==> src/hw/rtl/xs64_pkg.sv <==
// Shared types, constants and helper functions for the xorshift64* generator.
package xs64_pkg;

    typedef logic [63:0] word_t;
    typedef logic [31:0] half_t;

    typedef struct packed {
        logic busy;
        logic done;
    } unit_status_t;

    localparam word_t MIX_MUL1      = 64'hBF58476D1CE4E5B9;
    localparam word_t MIX_MUL2      = 64'h94D049BB133111EB;
    localparam word_t STAR_MUL      = 64'h2545F4914F6CDD1D;
    localparam word_t GOLDEN_WORD   = 64'h9E3779B97F4A7C15;
    localparam half_t ALL_ONES32    = 32'hFFFFFFFF;
    localparam word_t GOLDEN_PREMIX = GOLDEN_WORD ^ (GOLDEN_WORD >> 30);

    localparam int MUL_DIGIT = 2;
    localparam int MUL_STEPS = 64 / MUL_DIGIT;
    localparam int DIV_STEPS = 32;

    localparam logic [1:0] KIND_FULL    = 2'd0;
    localparam logic [1:0] KIND_UPPER   = 2'd1;
    localparam logic [1:0] KIND_BOUNDED = 2'd2;

    function automatic word_t premix(input word_t s);
        return s ^ (s >> 30);
    endfunction

    function automatic word_t xorshift(input word_t w);
        word_t x;
        x = w ^ (w >> 12);
        x = x ^ (x << 25);
        x = x ^ (x >> 27);
        return x;
    endfunction

endpackage

==> src/hw/rtl/xs64_mul.sv <==
// Digit-serial 64 x 64 multiplier returning the low 64 bits, two bits per cycle.
module xs64_mul
    import xs64_pkg::*;
(
    input  logic         clk,
    input  logic         rst_n,
    input  logic         start,
    input  word_t        operand,
    input  word_t        multiplier,
    output unit_status_t status,
    output word_t        product
);

    localparam int CNT_W = $clog2(MUL_STEPS);
    localparam logic [CNT_W-1:0] LAST_STEP = CNT_W'(MUL_STEPS - 1);

    word_t            a_reg, a_next;
    word_t            a3_reg, a3_next;
    word_t            b_reg, b_next;
    word_t            acc_reg, acc_next;
    logic [CNT_W-1:0] cnt_reg, cnt_next;
    logic             run_reg, run_next;
    logic             done_reg, done_next;
    word_t            partial;

    always_comb
    begin
        case (b_reg[1:0])
            2'd0:    partial = '0;
            2'd1:    partial = a_reg;
            2'd2:    partial = {a_reg[62:0], 1'b0};
            default: partial = a3_reg;
        endcase
    end

    always_comb
    begin
        a_next    = a_reg;
        a3_next   = a3_reg;
        b_next    = b_reg;
        acc_next  = acc_reg;
        cnt_next  = cnt_reg;
        run_next  = run_reg;
        done_next = 1'b0;
        if (start)
        begin
            a_next   = operand;
            a3_next  = operand + {operand[62:0], 1'b0};
            b_next   = multiplier;
            acc_next = '0;
            cnt_next = '0;
            run_next = 1'b1;
        end
        else if (run_reg)
        begin
            acc_next = acc_reg + partial;
            a_next   = a_reg << MUL_DIGIT;
            a3_next  = a3_reg << MUL_DIGIT;
            b_next   = b_reg >> MUL_DIGIT;
            cnt_next = cnt_reg + 1'b1;
            if (cnt_reg == LAST_STEP)
            begin
                run_next  = 1'b0;
                done_next = 1'b1;
            end
        end
    end

    always_ff @(posedge clk or negedge rst_n)
    begin
        if (!rst_n)
        begin
            cnt_reg  <= '0;
            run_reg  <= 1'b0;
            done_reg <= 1'b0;
        end
        else
        begin
            cnt_reg  <= cnt_next;
            run_reg  <= run_next;
            done_reg <= done_next;
        end
    end

    always_ff @(posedge clk)
    begin
        a_reg   <= a_next;
        a3_reg  <= a3_next;
        b_reg   <= b_next;
        acc_reg <= acc_next;
    end

    assign status.busy = run_reg;
    assign status.done = done_reg;
    assign product     = acc_reg;

endmodule

==> src/hw/rtl/xs64_div.sv <==
// Bit-serial restoring divider giving the 32-bit remainder, one bit per cycle.
module xs64_div
    import xs64_pkg::*;
(
    input  logic         clk,
    input  logic         rst_n,
    input  logic         start,
    input  half_t        dividend,
    input  half_t        divisor,
    output unit_status_t status,
    output half_t        remainder
);

    localparam int CNT_W = $clog2(DIV_STEPS);
    localparam logic [CNT_W-1:0] LAST_STEP = CNT_W'(DIV_STEPS - 1);

    half_t            dvd_reg, dvd_next;
    half_t            dvs_reg, dvs_next;
    half_t            rem_reg, rem_next;
    logic [CNT_W-1:0] cnt_reg, cnt_next;
    logic             run_reg, run_next;
    logic             done_reg, done_next;
    logic [32:0]      shifted;
    logic [32:0]      diff;

    assign shifted = {rem_reg, dvd_reg[31]};
    assign diff    = shifted - {1'b0, dvs_reg};

    always_comb
    begin
        dvd_next  = dvd_reg;
        dvs_next  = dvs_reg;
        rem_next  = rem_reg;
        cnt_next  = cnt_reg;
        run_next  = run_reg;
        done_next = 1'b0;
        if (start)
        begin
            dvd_next = dividend;
            dvs_next = divisor;
            rem_next = '0;
            cnt_next = '0;
            run_next = 1'b1;
        end
        else if (run_reg)
        begin
            rem_next = diff[32] ? shifted[31:0] : diff[31:0];
            dvd_next = {dvd_reg[30:0], 1'b0};
            cnt_next = cnt_reg + 1'b1;
            if (cnt_reg == LAST_STEP)
            begin
                run_next  = 1'b0;
                done_next = 1'b1;
            end
        end
    end

    always_ff @(posedge clk or negedge rst_n)
    begin
        if (!rst_n)
        begin
            cnt_reg  <= '0;
            run_reg  <= 1'b0;
            done_reg <= 1'b0;
        end
        else
        begin
            cnt_reg  <= cnt_next;
            run_reg  <= run_next;
            done_reg <= done_next;
        end
    end

    always_ff @(posedge clk)
    begin
        dvd_reg <= dvd_next;
        dvs_reg <= dvs_next;
        rem_reg <= rem_next;
    end

    assign status.busy = run_reg;
    assign status.done = done_reg;
    assign remainder   = rem_reg;

endmodule

==> src/hw/rtl/xorshift64_star_generator.sv <==
// Top level of the xorshift64* generator: APB seed register, sequencer and output register.
// Kinds 0 and 1: one draw through the 2-bit-per-cycle multiplier, then the output register.
// Kind 2: divider computes the rejection limit, draws repeat until one is below it, divider
// then gives the remainder. Bound 0 (kind 2) and kind 3: result 0. One item in flight; the
// next is accepted the cycle after its result is registered, even while it waits downstream.
// Reset and each seed write run a mixing pass, no transactions; seed resets to 0.
module xorshift64_star_generator
    import xs64_pkg::*;
(
    input  logic        clk,
    input  logic        rst_n,
    input  logic        psel,
    input  logic        penable,
    input  logic        pwrite,
    input  logic [3:0]  paddr,
    input  logic [63:0] pwdata,
    output logic [63:0] prdata,
    output logic        pready,
    input  logic        s_tvalid,
    output logic        s_tready,
    input  logic [31:0] s_tdata,   // [31:0] bound
    input  logic [1:0]  s_tuser,   // [1:0] kind
    output logic        m_tvalid,
    input  logic        m_tready,
    output logic [63:0] m_tdata    // [63:0] value
);

    localparam logic [3:0] ST_MIX1    = 4'd0;
    localparam logic [3:0] ST_MIX1_W  = 4'd1;
    localparam logic [3:0] ST_MIX2    = 4'd2;
    localparam logic [3:0] ST_MIX2_W  = 4'd3;
    localparam logic [3:0] ST_IDLE    = 4'd4;
    localparam logic [3:0] ST_LIMIT_W = 4'd5;
    localparam logic [3:0] ST_DRAW    = 4'd6;
    localparam logic [3:0] ST_DRAW_W  = 4'd7;
    localparam logic [3:0] ST_MOD_W   = 4'd8;
    localparam logic [3:0] ST_WRITE   = 4'd9;

    logic [3:0]   state_reg, state_next;
    word_t        seed_reg, seed_next;
    word_t        gen_reg, gen_next;
    word_t        z_reg, z_next;
    logic [1:0]   kind_reg, kind_next;
    half_t        bound_reg, bound_next;
    half_t        limit_reg, limit_next;
    word_t        result_reg, result_next;
    logic         m_valid_reg, m_valid_next;
    word_t        m_data_reg, m_data_next;

    logic         mul_start;
    word_t        mul_operand;
    word_t        mul_const;
    word_t        mul_product;
    unit_status_t mul_stat;
    logic         div_start;
    half_t        div_dividend;
    half_t        div_divisor;
    half_t        div_rem;
    unit_status_t div_stat;

    word_t        drawn;
    word_t        mixed;
    logic         cfg_write;
    logic         accept;

    assign drawn     = xorshift(gen_reg);
    assign mixed     = mul_product ^ (mul_product >> 31);
    assign cfg_write = psel && penable && pwrite && (paddr[3] == 1'b0);
    assign s_tready  = (state_reg == ST_IDLE);
    assign accept    = s_tvalid && s_tready;

    xs64_mul u_mul (
        .clk        (clk),
        .rst_n      (rst_n),
        .start      (mul_start),
        .operand    (mul_operand),
        .multiplier (mul_const),
        .status     (mul_stat),
        .product    (mul_product)
    );

    xs64_div u_div (
        .clk       (clk),
        .rst_n     (rst_n),
        .start     (div_start),
        .dividend  (div_dividend),
        .divisor   (div_divisor),
        .status    (div_stat),
        .remainder (div_rem)
    );

    always_comb
    begin
        state_next   = state_reg;
        seed_next    = seed_reg;
        gen_next     = gen_reg;
        z_next       = z_reg;
        kind_next    = kind_reg;
        bound_next   = bound_reg;
        limit_next   = limit_reg;
        result_next  = result_reg;
        m_valid_next = m_valid_reg && !m_tready;
        m_data_next  = m_data_reg;
        mul_start    = 1'b0;
        mul_operand  = z_reg;
        mul_const    = MIX_MUL1;
        div_start    = 1'b0;
        div_dividend = ALL_ONES32;
        div_divisor  = s_tdata;

        case (state_reg)
            ST_MIX1:
            begin
                mul_start  = 1'b1;
                state_next = ST_MIX1_W;
            end
            ST_MIX1_W:
            begin
                if (mul_stat.done)
                begin
                    z_next     = mul_product ^ (mul_product >> 27);
                    state_next = ST_MIX2;
                end
            end
            ST_MIX2:
            begin
                mul_start  = 1'b1;
                mul_const  = MIX_MUL2;
                state_next = ST_MIX2_W;
            end
            ST_MIX2_W:
            begin
                if (mul_stat.done)
                begin
                    gen_next   = (mixed == '0) ? GOLDEN_WORD : mixed;
                    state_next = ST_IDLE;
                end
            end
            ST_IDLE:
            begin
                if (accept)
                begin
                    kind_next  = s_tuser;
                    bound_next = s_tdata;
                    if (s_tuser inside {KIND_FULL, KIND_UPPER})
                    begin
                        state_next = ST_DRAW;
                    end
                    else if (s_tuser == KIND_BOUNDED && s_tdata != '0)
                    begin
                        div_start  = 1'b1;
                        state_next = ST_LIMIT_W;
                    end
                    else
                    begin
                        result_next = '0;
                        state_next  = ST_WRITE;
                    end
                end
            end
            ST_LIMIT_W:
            begin
                if (div_stat.done)
                begin
                    limit_next = ALL_ONES32 - div_rem;
                    state_next = ST_DRAW;
                end
            end
            ST_DRAW:
            begin
                gen_next    = drawn;
                mul_start   = 1'b1;
                mul_operand = drawn;
                mul_const   = STAR_MUL;
                state_next  = ST_DRAW_W;
            end
            ST_DRAW_W:
            begin
                div_dividend = mul_product[63:32];
                div_divisor  = bound_reg;
                if (mul_stat.done)
                begin
                    if (kind_reg == KIND_FULL)
                    begin
                        result_next = mul_product;
                        state_next  = ST_WRITE;
                    end
                    else if (kind_reg == KIND_UPPER)
                    begin
                        result_next = {32'd0, mul_product[63:32]};
                        state_next  = ST_WRITE;
                    end
                    else if (mul_product[63:32] < limit_reg)
                    begin
                        div_start  = 1'b1;
                        state_next = ST_MOD_W;
                    end
                    else
                    begin
                        state_next = ST_DRAW;
                    end
                end
            end
            ST_MOD_W:
            begin
                if (div_stat.done)
                begin
                    result_next = {32'd0, div_rem};
                    state_next  = ST_WRITE;
                end
            end
            ST_WRITE:
            begin
                if (!m_valid_reg || m_tready)
                begin
                    m_valid_next = 1'b1;
                    m_data_next  = result_reg;
                    state_next   = ST_IDLE;
                end
            end
            default:
            begin
                state_next = ST_IDLE;
            end
        endcase

        if (cfg_write)
        begin
            seed_next  = pwdata;
            z_next     = premix((pwdata == '0) ? GOLDEN_WORD : pwdata);
            state_next = ST_MIX1;
        end
    end

    always_ff @(posedge clk or negedge rst_n)
    begin
        if (!rst_n)
        begin
            state_reg   <= ST_MIX1;
            seed_reg    <= '0;
            gen_reg     <= GOLDEN_WORD;
            z_reg       <= GOLDEN_PREMIX;
            m_valid_reg <= 1'b0;
        end
        else
        begin
            state_reg   <= state_next;
            seed_reg    <= seed_next;
            gen_reg     <= gen_next;
            z_reg       <= z_next;
            m_valid_reg <= m_valid_next;
        end
    end

    always_ff @(posedge clk)
    begin
        kind_reg   <= kind_next;
        bound_reg  <= bound_next;
        limit_reg  <= limit_next;
        result_reg <= result_next;
        m_data_reg <= m_data_next;
    end

    assign prdata   = seed_reg;
    assign pready   = 1'b1;
    assign m_tvalid = m_valid_reg;
    assign m_tdata  = m_data_reg;

`ifndef SYNTHESIS
    a_idle_mul_free: assert property (@(posedge clk) disable iff (!rst_n)
        s_tready |-> !mul_stat.busy)
        else $error("multiplier busy while accepting transactions");

    a_idle_div_free: assert property (@(posedge clk) disable iff (!rst_n)
        s_tready |-> !div_stat.busy)
        else $error("divider busy while accepting transactions");

    a_gen_nonzero: assert property (@(posedge clk) disable iff (!rst_n)
        gen_reg != '0)
        else $error("generator word reached zero");

    a_mod_to_write: assert property (@(posedge clk) disable iff (!rst_n)
        (state_reg == ST_MOD_W && div_stat.done && !cfg_write) |=> state_reg == ST_WRITE)
        else $error("remainder done without result write");
`endif

endmodule
==> config.mk <==
export PLATFORM = sky130hd
export DESIGN_NAME = xorshift64_star_generator
export DESIGN_NICKNAME = d
export VERILOG_FILES = /design/src/hw/rtl/xs64_pkg.sv /design/src/hw/rtl/xs64_mul.sv /design/src/hw/rtl/xs64_div.sv /design/src/hw/rtl/xorshift64_star_generator.sv
export SDC_FILE = /design/constraint.sdc
export NUM_CORES = 2
export LEC_CHECK = 0
export ABC_AREA = 1
export BUFFER_PORTS_ARGS = -buffer_cell sky130_fd_sc_hd__buf_2
export CAP_MARGIN = 10
export CORE_MARGIN = 8
export CORE_UTILIZATION = 50
export CTS_CLUSTER_SIZE = 30
export DETAILED_ROUTE_END_ITERATION = 8
export PLACE_DENSITY = 0.78
export SKIP_CTS_REPAIR_TIMING = 1
export SYNTH_ARGS = -nofsm -noshare
export SYNTH_HDL_FRONTEND = slang
export SYNTH_HIERARCHICAL = 1
export SYNTH_SLANG_ARGS = --single-unit
==> constraint.sdc <==
create_clock -name clk -period 7.8 [get_ports clk]
set_clock_uncertainty 0.1 [all_clocks]
set_input_delay 0.39 -clock clk [delete_from_list [all_inputs] [get_ports clk]]
set_output_delay 0.39 -clock clk [all_outputs]
set_load 0.02 [all_outputs]
==> metrics <==
CP max stage delay 0.79 ns; most frequent CP cell nand2_1; global-route wire length before repair 265,000 um; final worst path period share 64.5%; CP Max Fanout 30; data arrival time of the worst path 5.51 ns; reg2reg path depth 18; setup violators final 0; Power Density 490 mW/mm^2; HP Class in -> reg; CTS buffer count 83; internal power 13,500 uW; Synth Area per Inst 7.07 sq um; DP Wirelength 139,000 um; RSZ-0062 raised after global routing no; Setup CP Type reg -> reg; CTS tree done; design area 0.0563 sq mm; Yosys warnings 6; Final Max Slew Viols 0; commonest non-fill, non-tap cell in the layout nand2_1; post-layout min period 5.03 ns; CP Data Required Time 8.28 ns; hold-critical path depth 3; layout cells sized above 1 9.66%; mapped cell area 0.0502 sq mm; core footprint 0.0999 sq mm; GPL Wtd Cong 1.03; most frequent cells in the layout nand2_1, inv_1, edfxtp_1; Leak 0.0289 uW; status finished, violations left; power share of the clock group 14.4%; Power, Total 27,600 uW; via-per-instance ratio 5.47; CTS Sinks 756; Psw 14,100 uW; vias in the first global route 43,600; Gate Count Post-Synth 7,111; Rel. slew slack 14.2%; grt ovf 0; root buffer cell clkbuf_16; worst vdd ir 0.000348 V; nets 7,693; DIE WIDTH 333 um; DP Area 0.0528 sq mm; ANT nets after route 0; MaxCap Viol Count 0; die height 333 um; largest net degree at the start of global routing 112; CP endpoint kind register; Flop pwr share 26.8%; initial antenna violation count 7; Critical Path Source Type register; clock latency on the worst-skew pair 0.68 ns; final WL 181,000 um; Avg WL per Cell 20.6 um; GRT Overall Usage 31.2%; die area 0.111 sq mm; failing checks negative hold slack; DRC Markers 0; CP max stage cell nor2_1; First DRT Iteration DRCs 6,021; row cnt 116; port bufs 235; f_max 199 MHz; clock transition at the registers of the reported paths 0.06 ns; combinational power share 58.8%; H-tree depth 3; Top Ports 240; TNS Setup 0 ns; Worst Tran Pin Value 1.27 ns; routed vias 47,900; Final Hold Vio Count 4; final core occ 56.4%; switch share 51.1%; Starting Density 50.3%; maximum clock insertion buffer count 3; crit path cell chain inv_1, nor2_1, inv_1, o221ai_1, ha_1, nand2_1, inv_1, nand2_1, nand2_1, nand2_1, nand2_1, inv_1, nand3_1, nand2_1, nand3_1, nand2_1, nand3_1, nand2_1; 1st-pass router iterations 8; hold_ws -0.0173 ns; area growth from synthesis to layout 12.0%
==> final timing paths <==
kind	startpoint	end	slack, ns
worst max-delay path	u_mul/b_reg[0]	u_mul/product[52]	2.77
worst min-delay path	pwdata[37]	prdata[37]	-0.02
worst max register to register	u_mul/b_reg[0]	u_mul/product[52]	2.77
worst min register to register	result_reg[58]	m_tdata[58]	0.30
max in group asynchronous	rst_n	prdata[0]	5.91
min in group asynchronous	rst_n	u_div/cnt_reg[4]	0.25
==> critical path: cells and delay by family (launching register included) <==
kind	cells	cell delay [ns]
AO/OA/AOI/OAI	1	0.64
buffers and inverters	4	1.17
AND/OR/NAND/NOR	12	2.01
adder cells (fa/ha/maj)	1	0.39
flip-flops	1	0.62
==> stage by stage <==
step | std cells | setup WS (ns)
after global routing | 8752 | 2.45
after CTS | 8675 | 2.89
after global placement | 8521 | 3.04
final | 8753 | 2.77
after detailed placement | 8521 | 2.92
after floorplan | 7125 | 1.94
==> routing by layer <==
layer	global-route usage, %	wire [um]	vias to the layer above
met4	17.2	12600	10
li1	-	-	22900
met1	40.5	70300	21800
met3	6.65	19200	568
met2	48.5	78600	2606
met5	0	66	-
==> final cells by class <==
cell class                 instances  area, sq um
fill                            9387        43600
multi-input combinational       4955        24100
sequential                       756        20800
inverter                        1208         4550
timing repair buffer             379         2470
clock buffer                     105         2230
tap                             1298         1620
clock inverter                    49          492
antenna                            3         7.51
==> power groups by stage <==
stage               combinational [uW]  clock, uW  sequential, uW
floorplan                        10800          0            7090
CTS                              15700       4000            7350
finish                           16200       3960            7400
detailed placement               15700          0            7410
global placement                 15400          0            7360
global route                     17800       4150            7490
Power figures use the tool's default switching activity.
